File: src/rtl/core/mwmf_pkg.sv
// Shared types and constants for the multichannel window median filter.
`timescale 1ns / 1ps
`default_nettype none

package mwmf_pkg;

    localparam int SAMPLE_W  = 16;
    localparam int CH_W      = 3;
    localparam int MASK_W    = 7;
    localparam int CFG_IDX_W = 2;

    localparam logic [SAMPLE_W-1:0] FILL_VALUE_RST   = 16'd0;
    localparam logic [MASK_W-1:0]   AVERAGE_MASK_RST = 7'd0;
    localparam logic [MASK_W-1:0]   SIGNED_MASK_RST  = 7'd126;

    typedef enum logic {
        OP_FILTER = 1'b0,
        OP_REINIT = 1'b1
    } t_op;

    typedef enum logic [CFG_IDX_W-1:0] {
        CFG_FILL_VALUE   = 2'd0,
        CFG_AVERAGE_MASK = 2'd1,
        CFG_SIGNED_MASK  = 2'd2
    } t_cfg_reg;

    typedef struct packed {
        t_op                 operation;
        logic [CH_W-1:0]     channel;
        logic [SAMPLE_W-1:0] sample;
    } t_in_beat;

    typedef struct packed {
        logic [CH_W-1:0]     out_channel;
        logic [SAMPLE_W-1:0] filtered;
    } t_out_beat;

endpackage

`default_nettype wire

File: src/rtl/core/mwmf_median.sv
// Rank-select median of one window, signed or unsigned order.
`timescale 1ns / 1ps
`default_nettype none

module mwmf_median #(
    parameter int WINDOW_LEN = 5
) (
    input  wire logic [mwmf_pkg::SAMPLE_W-1:0] i_win [WINDOW_LEN],
    input  wire logic                          i_signed,
    output logic      [mwmf_pkg::SAMPLE_W-1:0] o_median
);

    localparam int MID = WINDOW_LEN / 2;

    logic [mwmf_pkg::SAMPLE_W-1:0] w_key  [WINDOW_LEN];
    logic [WINDOW_LEN-1:0]         w_below[WINDOW_LEN];
    logic [WINDOW_LEN-1:0]         w_pick;

    // Flip the sign bit so two's complement order becomes unsigned order.
    always_comb begin
        for (int i = 0; i < WINDOW_LEN; i++) begin
            w_key[i] = i_win[i] ^ {i_signed, {(mwmf_pkg::SAMPLE_W-1){1'b0}}};
        end
    end

    // Element i ranks above j when j is smaller, or equal and earlier.
    always_comb begin
        for (int i = 0; i < WINDOW_LEN; i++) begin
            for (int j = 0; j < WINDOW_LEN; j++) begin
                w_below[i][j] = (j != i) &&
                                ((w_key[j] < w_key[i]) ||
                                 ((w_key[j] == w_key[i]) && (j < i)));
            end
            w_pick[i] = ($countones(w_below[i]) == MID);
        end
    end

    always_comb begin
        o_median = '0;
        for (int i = 0; i < WINDOW_LEN; i++) begin
            o_median = o_median | (i_win[i] & {mwmf_pkg::SAMPLE_W{w_pick[i]}});
        end
    end

endmodule

`default_nettype wire

File: src/rtl/core/multichannel_window_median_filter.sv
// Top level of the multichannel sliding-window median and mean filter.
`timescale 1ns / 1ps
`default_nettype none

// Each channel keeps a circular window of its last WINDOW_LEN samples. A filter
// beat stores its sample at the channel's write position, advances that
// position and returns one result beat: the median of the window, or, for a
// channel whose average_mask bit is set, the window mean truncated toward zero.
// Channels whose signed_mask bit is set order and sum as two's complement;
// channels beyond the mask width always take the unsigned median. A
// reinitialise beat loads fill_value into every slot, clears every position and
// returns nothing; so does a filter beat for a channel that does not exist,
// except that it changes nothing. One beat is accepted every cycle while the
// output is not stalled; a result passes through the three register stages
// (window capture, median select and sum, reciprocal multiply). The pipeline
// keeps taking beats into its free stages while a result waits on the output.
// Reset clears all windows at once; there is no clearing pass.
// Write configuration only while the filter is idle.
module multichannel_window_median_filter #(
    parameter int WINDOW_LEN   = 5,
    parameter int NUM_CHANNELS = 7
) (
    input  wire logic                           i_clk,
    input  wire logic                           i_rst_n,
    input  wire logic                           i_in_valid,
    output logic                                o_in_ready,
    input  wire mwmf_pkg::t_in_beat             i_in_beat,
    output logic                                o_out_valid,
    input  wire logic                           i_out_ready,
    output mwmf_pkg::t_out_beat                 o_out_beat,
    input  wire logic                           i_cfg_valid,
    output logic                                o_cfg_ready,
    input  wire logic [mwmf_pkg::CFG_IDX_W-1:0] i_cfg_index,
    input  wire logic [mwmf_pkg::SAMPLE_W-1:0]  i_cfg_data
);

    localparam int SW        = mwmf_pkg::SAMPLE_W;
    localparam int CH_IDX_W  = (NUM_CHANNELS > 1) ? $clog2(NUM_CHANNELS) : 1;
    localparam int POS_W     = $clog2(WINDOW_LEN);
    // Sum of sign-extended samples, and its magnitude.
    localparam int SUM_W     = SW + 1 + $clog2(WINDOW_LEN);
    localparam int MAG_W     = SUM_W - 1;
    // Exact floor(mag / WINDOW_LEN) by reciprocal for mag below 2**MAG_W.
    localparam int DIV_SHIFT = MAG_W + $clog2(WINDOW_LEN);
    localparam int RECIP_W   = DIV_SHIFT + 1;
    localparam int PROD_W    = MAG_W + RECIP_W;
    localparam logic [RECIP_W-1:0] RECIP = RECIP_W'(
        ((64'd1 << DIV_SHIFT) + 64'(WINDOW_LEN) - 64'd1) / 64'(WINDOW_LEN));

    // Configuration registers.
    logic [SW-1:0]               r_fill_value;
    logic [mwmf_pkg::MASK_W-1:0] r_average_mask;
    logic [mwmf_pkg::MASK_W-1:0] r_signed_mask;

    // Window store and write positions.
    logic [SW-1:0]    r_store [NUM_CHANNELS][WINDOW_LEN];
    logic [POS_W-1:0] r_pos   [NUM_CHANNELS];

    // Stage A: captured window with the new sample in place.
    logic                 r_a_valid;
    logic [SW-1:0]        r_a_win [WINDOW_LEN];
    logic [mwmf_pkg::CH_W-1:0] r_a_ch;
    logic                 r_a_signed;
    logic                 r_a_avg;

    // Stage B: median, and sign and magnitude of the sum.
    logic                 r_b_valid;
    logic [mwmf_pkg::CH_W-1:0] r_b_ch;
    logic                 r_b_avg;
    logic                 r_b_neg;
    logic [MAG_W-1:0]     r_b_mag;
    logic [SW-1:0]        r_b_med;

    // Stage C: output register.
    logic                 r_c_valid;
    mwmf_pkg::t_out_beat  r_c_beat;

    logic                 w_c_load;
    logic                 w_b_load;
    logic                 w_a_load;
    logic                 w_accept;
    logic                 w_in_range;
    logic                 w_filter;
    logic                 w_reinit;
    logic [CH_IDX_W-1:0]  w_ch_idx;
    logic [POS_W-1:0]     w_pos;
    logic [POS_W-1:0]     n_pos;
    logic [SW-1:0]        w_row [WINDOW_LEN];
    logic                 w_has_mask;
    logic                 w_signed;
    logic                 w_avg;
    logic [SUM_W-1:0]     w_sum;
    logic [SUM_W-1:0]     w_abs;
    logic                 w_neg;
    logic [SW-1:0]        w_med;
    logic [PROD_W-1:0]    w_prod;
    logic [SW-1:0]        w_quot;
    logic [SW-1:0]        w_mean;

    // Handshake: each stage loads when it is empty or its contents move on.
    assign w_c_load   = !r_c_valid || i_out_ready;
    assign w_b_load   = !r_b_valid || w_c_load;
    assign w_a_load   = !r_a_valid || w_b_load;
    assign o_in_ready = w_a_load;
    assign w_accept   = i_in_valid && w_a_load;
    assign o_cfg_ready = 1'b1;

    assign w_in_range = (32'(i_in_beat.channel) < NUM_CHANNELS);
    assign w_reinit   = w_accept && (i_in_beat.operation == mwmf_pkg::OP_REINIT);
    assign w_filter   = w_accept && (i_in_beat.operation == mwmf_pkg::OP_FILTER)
                        && w_in_range;
    assign w_ch_idx   = CH_IDX_W'(i_in_beat.channel);

    // Read the channel's row and drop the new sample into its write slot.
    always_comb begin
        w_pos = w_in_range ? r_pos[w_ch_idx] : '0;
        n_pos = (w_pos == POS_W'(WINDOW_LEN - 1)) ? '0 : w_pos + 1'b1;
        for (int s = 0; s < WINDOW_LEN; s++) begin
            if (POS_W'(s) == w_pos) begin
                w_row[s] = i_in_beat.sample;
            end else if (w_in_range) begin
                w_row[s] = r_store[w_ch_idx][s];
            end else begin
                w_row[s] = '0;
            end
        end
    end

    // Channels past the mask width have no bit and stay unsigned median.
    always_comb begin
        w_has_mask = (i_in_beat.channel < mwmf_pkg::MASK_W);
        w_signed   = w_has_mask ? r_signed_mask[i_in_beat.channel]  : 1'b0;
        w_avg      = w_has_mask ? r_average_mask[i_in_beat.channel] : 1'b0;
    end

    // Configuration writes; an index past the list is dropped.
    always_ff @(posedge i_clk) begin
        if (!i_rst_n) begin
            r_fill_value   <= mwmf_pkg::FILL_VALUE_RST;
            r_average_mask <= mwmf_pkg::AVERAGE_MASK_RST;
            r_signed_mask  <= mwmf_pkg::SIGNED_MASK_RST;
        end else if (i_cfg_valid) begin
            case (i_cfg_index)
                mwmf_pkg::CFG_FILL_VALUE: begin
                    r_fill_value <= i_cfg_data;
                end
                mwmf_pkg::CFG_AVERAGE_MASK: begin
                    r_average_mask <= i_cfg_data[mwmf_pkg::MASK_W-1:0];
                end
                mwmf_pkg::CFG_SIGNED_MASK: begin
                    r_signed_mask <= i_cfg_data[mwmf_pkg::MASK_W-1:0];
                end
                default: begin
                end
            endcase
        end
    end

    // Window store: clear on reset, refill on reinitialise, write one slot on a filter beat for an existing channel.
    always_ff @(posedge i_clk) begin
        if (!i_rst_n) begin
            for (int c = 0; c < NUM_CHANNELS; c++) begin
                r_pos[c] <= '0;
                for (int s = 0; s < WINDOW_LEN; s++) begin
                    r_store[c][s] <= '0;
                end
            end
        end else if (w_reinit) begin
            for (int c = 0; c < NUM_CHANNELS; c++) begin
                r_pos[c] <= '0;
                for (int s = 0; s < WINDOW_LEN; s++) begin
                    r_store[c][s] <= r_fill_value;
                end
            end
        end else if (w_filter) begin
            r_store[w_ch_idx][w_pos] <= i_in_beat.sample;
            r_pos[w_ch_idx]          <= n_pos;
        end
    end

    // Valid bits of the three stages.
    always_ff @(posedge i_clk) begin
        if (!i_rst_n) begin
            r_a_valid <= 1'b0;
            r_b_valid <= 1'b0;
            r_c_valid <= 1'b0;
        end else begin
            if (w_a_load) begin
                r_a_valid <= w_filter;
            end
            if (w_b_load) begin
                r_b_valid <= r_a_valid;
            end
            if (w_c_load) begin
                r_c_valid <= r_b_valid;
            end
        end
    end

    // Stage B logic: sum of the window, extended per the channel's order.
    always_comb begin
        w_sum = '0;
        for (int s = 0; s < WINDOW_LEN; s++) begin
            w_sum = w_sum + {{(SUM_W - SW){r_a_signed & r_a_win[s][SW-1]}}, r_a_win[s]};
        end
        w_neg = r_a_signed & w_sum[SUM_W-1];
        w_abs = w_neg ? (~w_sum + 1'b1) : w_sum;
    end

    mwmf_median #(
        .WINDOW_LEN (WINDOW_LEN)
    ) u_median (
        .i_win    (r_a_win),
        .i_signed (r_a_signed),
        .o_median (w_med)
    );

    // Stage C logic: divide the magnitude by the window length, restore sign.
    always_comb begin
        w_prod = PROD_W'(r_b_mag) * PROD_W'(RECIP);
        w_quot = w_prod[DIV_SHIFT +: SW];
        w_mean = r_b_neg ? (~w_quot + 1'b1) : w_quot;
    end

    // Payload registers advance with their valid bits.
    always_ff @(posedge i_clk) begin
        if (w_a_load) begin
            r_a_win    <= w_row;
            r_a_ch     <= i_in_beat.channel;
            r_a_signed <= w_signed;
            r_a_avg    <= w_avg;
        end
        if (w_b_load) begin
            r_b_ch  <= r_a_ch;
            r_b_avg <= r_a_avg;
            r_b_neg <= w_neg;
            r_b_mag <= w_abs[MAG_W-1:0];
            r_b_med <= w_med;
        end
        if (w_c_load) begin
            r_c_beat.out_channel <= r_b_ch;
            r_c_beat.filtered    <= r_b_avg ? w_mean : r_b_med;
        end
    end

    assign o_out_valid = r_c_valid;
    assign o_out_beat  = r_c_beat;

endmodule

`default_nettype wire

File: config.mk
export PLATFORM = sky130hd
export DESIGN_NAME = multichannel_window_median_filter
export DESIGN_NICKNAME = d
export VERILOG_FILES = /design/src/rtl/core/mwmf_pkg.sv /design/src/rtl/core/mwmf_median.sv /design/src/rtl/core/multichannel_window_median_filter.sv
export SDC_FILE = /design/constraint.sdc
export NUM_CORES = 2
export LEC_CHECK = 0
export BUFFER_PORTS_ARGS = -buffer_cell sky130_fd_sc_hd__buf_4
export CORE_MARGIN = 3
export CORE_UTILIZATION = 35
export CTS_CLUSTER_SIZE = 8
export DETAILED_ROUTE_END_ITERATION = 12
export GPL_TIMING_DRIVEN = 0
export PLACE_DENSITY = 0.55
export SETUP_SLACK_MARGIN = 0.3
export SLEW_MARGIN = 20
export SYNTH_ARGS = -nofsm -noshare
export SYNTH_HDL_FRONTEND = slang
export SYNTH_HIERARCHICAL = 1
export SYNTH_SLANG_ARGS = --single-unit
File: constraint.sdc
create_clock -name i_clk -period 7.5 [get_ports i_clk]
set_input_delay 1.5 -clock i_clk [delete_from_list [all_inputs] [get_ports i_clk]]
set_output_delay 1.5 -clock i_clk [all_outputs]
set_load 0.02 [all_outputs]
## Word level (Yosys, flattened, before mapping)

Memories as Yosys holds them, arrays and structs flattened.
Index checks and enable logic that the tools add are counted.

- Flip-flop bits (word level): 177
- RAM bits: 581
- Bits of input ports: 43
- Output and inout bits: 22
- Logic and storage cells: 264
- Memories: 2

Memories:

| memory | words | bits a word | rd ports | clocked after memory_dff | wr ports | RTL line | RTL |
|---|---|---|---|---|---|---|---|
| r_store | 7 | 80 | 1 | 0 | 7 | multichannel_window_median_filter.sv:56 | `logic [SW-1:0] r_store [NUM_CHANNELS][WINDOW_LEN];` |
| r_pos | 7 | 3 | 1 | 0 | 7 | multichannel_window_median_filter.sv:57 | `logic [POS_W-1:0] r_pos [NUM_CHANNELS];` |

- Add/sub/neg operators: 22
- Multiply operators: 1
- Magnitude comparators: 24
- Equality and inequality tests: 22
- Multiplexer cells: 78
- Bitwise logic cells: 66
- Reduce and logical (&&, ||, !) cells: 28

Operator list:

| kind | number |
|---|---|
| 2-to-1 mux 16 bit | 48 |
| less-than comparator 16 bit | 20 |
| 2-to-1 mux 80 bit | 3 |
| adder 32 x 1 -> 32 bit | 6 |
| == test 16 bit | 10 |
| == test 32 x 3 -> 1 bit (second input constant) | 4 |
| AND 16 bit | 5 |
| OR reduction 80 bit | 1 |
| bitwise XOR 16 bit | 5 |
| adder 1 x 32 -> 32 bit | 2 |
| bitwise OR 16 bit | 4 |
| demux 16 bit (select 3 bit) | 1 |
| bitwise OR 1 bit | 42 |
| multiplier 19 x 20 -> 38 bit (second input constant) | 1 |
| 2-to-1 mux 3 bit | 12 |
| adder 19 x 17 -> 20 bit | 1 |
| adder 20 bit | 1 |
| adder 18 x 17 -> 19 bit | 1 |
| adder 19 x 1 -> 19 bit (second input constant) | 1 |
| 2-to-1 mux 19 bit | 1 |
| inverter 19 bit | 1 |
| adder 17 x 17 -> 18 bit | 1 |
| adder 16 x 1 -> 16 bit (second input constant) | 1 |
| inverter 16 bit | 1 |
| other kinds (26) | 68 |

## Logic depth before layout (Yosys ltp)

- Depth in word-level cells: 13
- Gate-level depth with buffers: 26
- Mapped depth without buffers: 25

## Hierarchy

Netlist, hierarchy kept.

By module, submodules not included:

| module | times used | cells each | area an instance (um^2) | seq. area each (um^2) |
|---|---|---|---|---|
| multichannel_window_median_filter | 1 | 4085 | 42390.7 | 22491.6 |
| mwmf_median | 1 | 566 | 4415.5 | 0.0 |

## Worst setup path after synthesis

OpenSTA, ideal clock, no wires.

- Path kind: reg-to-reg
- Start: register r_b_mag[17]
- End: register r_c_beat (netlist bit o_out_beat[15]), data pin
- Setup time: 0.136 ns
- Arrival time: 6.241 ns
- Data required time: 7.364 ns
- Slack: 1.123 ns
- Stages on the path, launching flop included: 23
- Buffers on the path: 1
- Period minus slack after synthesis: 6.377 ns
- Cells stage by stage: edfxtp_1 > inv_1 > ha_1 > fa_1 > fa_1 > fa_1 > inv_1 > fa_1 > inv_1 > fa_1 > inv_1 > ha_1 > buf_6 > a21oi_2 > o211ai_1 > a311oi_2 > a211oi_2 > or3_4 > a221oi_4 > o211ai_4 > or2_0 > or4_1 > nand3_1

- Cells in the longest elaborated chain, start to end: 5

Ends and longest elaborated chain:

| item | RTL line | RTL |
|---|---|---|
| from (decl) | multichannel_window_median_filter.sv:71 | `logic [MAG_W-1:0] r_b_mag;` |
| from (signal assigned) | multichannel_window_median_filter.sv:237 | `r_b_mag <= w_abs[MAG_W-1:0];` |
| multiplier 19 x 20 -> 38 bit * | multichannel_window_median_filter.sv:220 | `w_prod = PROD_W'(r_b_mag) * PROD_W'(RECIP);` |
| inverter 16 bit | multichannel_window_median_filter.sv:222 | `w_mean = r_b_neg ? (~w_quot + 1'b1) : w_quot;` |
| adder 16 x 1 -> 16 bit | multichannel_window_median_filter.sv:222 |  |
| 2-to-1 mux 16 bit * | multichannel_window_median_filter.sv:222 |  |
| 2-to-1 mux 16 bit * | multichannel_window_median_filter.sv:242 | `r_c_beat.filtered <= r_b_avg ? w_mean : r_b_med;` |
| to (decl) | multichannel_window_median_filter.sv:76 | `mwmf_pkg::t_out_beat r_c_beat;` |

Every way passes the cells marked *; elsewhere a longest branch is shown, timed or not.
A chain may end at the register's enable or synchronous reset.

## Worst setup path in the final report

- Start: register r_b_mag[4]
- End: register r_c_beat (netlist bit o_out_beat[15]), data pin

The elaborated chain is that of the path after synthesis.

==> results.yml <==
status:
  status: "finished, final reports clean"
cts:
  cts_max_path_buffers: 3
  clockRootBuffer: "clkbuf_16"
  cts_buffers: 106
  clkTransAtPathRegs_ns: 0.06
  h-tree-depth: 3
  clock_latency_ns: 0.74
  cts_hold_buf: 0
  clock_sinks: 760
  cts_tree: "built"
sta:
  fin_crit_sh: 0.930
  worst_slack_ns: 0.525
  fmax_ghz: 0.143
  fin_crit_ns: 6.97
  drv_slew: 0
  tightest_slew_ns: 1.34
  slew_headroom: 0.105
  setup_viol: 0
  skew_ns: 0.0771
  rsz0062_at_grt: "false"
  hold_viol_final: 0
cells_and_area:
  final_nets: 5391
  drive_above_1_share: 0.0949
  final_cell_area_um2: 53800
  fillers: 12900
  layout.cells.non_filler: 6651
  utilization: 0.407
  multi_input_comb_area_um2: 22500
  regArea_um2: 22500
  syn2layout_area_growth_pct: 15.0
worst_setup_path:
  rr_worst_depth: 21
  r2r_start: "r_b_mag[4]"
  startpoint_type: "flop"
  timing.rr.end: "o_out_beat[15]"
  cp_top_family: "adder cells"
  cp_slowest_stage_delay_ns: 0.64
  cp.arrival_ns: 7.52
  r2r_setup_slack_ns: 0.53
  crit_path_frequent_cell: "inv_1"
  crit_slowest_cell: "fa_2"
  critPathBufInv: 4
  worstSetupEndpointType: "flop"
  cp.required_ns: 8.04
  crit_chain: "ha_4, inv_1, fa_2, fa_2, fa_1, inv_1, fa_1, inv_1, fa_1, inv_1, ha_2, nand4_1, nor3_2, nand4_1, nand2_2, nor2_1, o211a_1, a311o_1, or2_2, or4_1, nand3_2"
  crit_type: "reg2reg"
  crit_cells: 21
  critical_path.max_fanout: 6
global_route:
  antenna_found_initial: 15
  grt_usage: 0.276
  grt_pass1_wl_um: 268000
  grt_max_degree: 55
  gr-total-overflow: 0
  grt_pass1_vias: 35900
synth:
  synth_compound_area_frac: 0.100
  yosys_register_bits: 760
  yosysMostFrequentCell: "nand2_1"
  ys_seq_area_frac: 0.481
  synth.distinct_cells: 83
  yosys-top-cells-count: "nand2_1 (1403), edfxtp_1 (727), ha_1 (331), inv_1 (318), a21oi_1 (221)"
  synth_edf_count: 727
  synth-simple-area-share: 0.162
  yosys_warnings: 6
  synth.area.mux_share: 0.0406
  mappedNetlistArea_um2: 46800
  synth_cells: 4651
  synth_fa_ha_area_frac: 0.156
  synth_xor_area_frac: 0.0109
  synth_area_leaders: "edfxtp_1 (47%), nand2_1 (11%), ha_1 (8.8%)"
  synth_ff_type: "edfxtp_1"
  avgSynthCellArea_um2: 10.1
  async_reset_ff_frac: 0
  post-synth-top-area-cell: "edfxtp_1"
  yosysTopAreaCellShare: 0.466
  synth_top_family_by_area: "simple AND/OR/NAND/NOR gates"
floorplanning:
  die-area_um2: 138000
  io_pins: 65
  die_height_um: 372
  die_w_um: 372
  start_util: 0.354
  fp-row-count: 133
  core_um2: 132000
drt:
  vias: 37900
  final_antenna_net_count: 0
  route.detailed.drc: 0
  drt_first_pass_iters: 9
  drt_iter0_markers: 5369
  post_drt_wl_per_cell_um: 29.3
  routed_wirelength_um: 195000
  vias_per_cell: 5.70
place:
  dp_hpwl_um: 145000
  place_ws_ns: 0.109
  placedCellCount: 6489
  place_area_um2: 50600
  io_buffers: 47
  gp_congestion: 1.01
job:
  drv_cap: 0
hold_path:
  hold_depth: 0
  hold-path-endpoint: "o_out_beat[17]"
  min_path_type: "reg2reg"
  hold_path.startpoint: "r_b_ch[1]"
-- cell families (layout without fill, tap and decap cells) --
group / Yosys count / count (layout)
simple gates: 1858 / 1858
flops: 760 / 760
compound gates: 732 / 732
buf+inv: 600 / 837
fa+ha+maj: 488 / 488
mux: 153 / 153
xor+xnor: 58 / 58
other cells: 2 / 10
-- final cells by class --
class	instances	area share
Multi-Input combinational cell	3292	0.418
Sequential cell	760	0.418
Clock buffer	127	0.0517
Tap cell	1755	0.0408
Timing Repair Buffer	100	0.0244
Inverter	321	0.0224
Buffer	279	0.0218
Clock inverter	10	0.00279
Antenna cell	7	0.000325
-- placed cells by master (no fill, tap or decap), types with 21 or more instances in the layout --
| cell type | synthesis | layout |
|---|---|---|
| clkbuf_16 | 0 | 108 |
| edfxtp_1 | 727 | 727 |
| buf_4 | 3 | 68 |
| a31oi_1 | 28 | 27 |
| clkbuf_2 | 0 | 32 |
| nor3_1 | 28 | 26 |
| nand2_1 | 1403 | 1401 |
| a21o_1 | 26 | 26 |
| o211ai_1 | 54 | 54 |
| a21oi_1 | 221 | 216 |
| a22oi_1 | 87 | 87 |
| nand4_1 | 46 | 46 |
| xnor2_1 | 32 | 32 |
| nor2_1 | 207 | 202 |
| a211oi_1 | 22 | 22 |
| dfxtp_1 | 33 | 33 |
| a221oi_1 | 31 | 31 |
| nand3_1 | 42 | 39 |
| ha_1 | 331 | 327 |
| xor2_1 | 26 | 26 |
| mux2i_1 | 91 | 91 |
| buf_16 | 0 | 24 |
| o21ai_0 | 139 | 103 |
| inv_1 | 318 | 317 |
| fa_1 | 157 | 153 |
| buf_1 | 66 | 57 |
| buf_2 | 33 | 41 |
| and2_1 | 21 | 21 |
| mux4_2 | 26 | 26 |
| clkbuf_1 | 174 | 161 |
| mux2_2 | 36 | 36 |
| o21ai_4 | 0 | 31 |
-- worst max-delay path by stage --
stage,from,endpoint,slack [ns]
detailed placement,r_b_mag[8],o_out_beat[14],0.11
CTS,r_b_mag[8],o_out_beat[15],0.31
global placement,i_out_ready,r_store[1][25],-2.32
finish,r_b_mag[4],o_out_beat[15],0.53
floorplan,r_b_mag[17],o_out_beat[15],1.12
global route,r_b_mag[13],o_out_beat[15],0.29
-- worst register-to-register path: stages (launching register included) --
cell and delay (ns):
edfxtp_1 0.50, ha_4 0.32, inv_1 0.05, fa_2 0.64, fa_2 0.49, fa_1 0.56, inv_1 0.06, fa_1 0.53
inv_1 0.05, fa_1 0.55, inv_1 0.05, ha_2 0.38, nand4_1 0.25, nor3_2 0.24, nand4_1 0.28, nand2_2 0.21
nor2_1 0.08, o211a_1 0.26, a311o_1 0.39, or2_2 0.33, or4_1 0.53, nand3_2 0.12
-- registers in the layout, summed over array words and instances, names as in the netlist --
name,cells
r_b_valid,1
r_average_mask,7
o_out_beat,19
r_pos,23
r_a_avg,1
r_store,560
r_a_signed,1
r_b_ch,3
o_out_valid,1
r_b_neg,1
r_b_mag,19
r_fill_value,16
r_a_ch,3
r_a_win,80
r_b_avg,1
r_b_med,16
r_signed_mask,7
r_a_valid,1
-- repair_timing --
| item | in CTS | in global routing |
|---|---|---|
| gates resized for setup | 4 | 22 |
| pin swaps | 2 | 11 |
| endpoints found under the setup margin | 6 | 8 |
| cloned | 0 | 0 |
| setup buffers | 3 | 15 |
-- layer usage --
metal,track usage,part of all wire
met2,0.440,0.45
met1,0.343,0.37
met3,0.0731,0.11
met5,0,0.00052
met4,0.146,0.063
-- per-stage QoR --
| stage | hold slack, ns | setup TNS, ns |
|---|---|---|
| 4_1_cts | 0.422 | 0 |
| 2_1_floorplan | 0.400 | 0 |
| 3_3_place_gp | 0.404 | -1171.98 |
| 6_report | 0.421 | 0 |
| 3_5_place_dp | 0.406 | 0 |
| 5_1_grt | 0.436 | 0 |
Power is left out: the tool's default activity adds up to more than one toggle a clock period on the data nets, which glitch-free logic cannot reach.
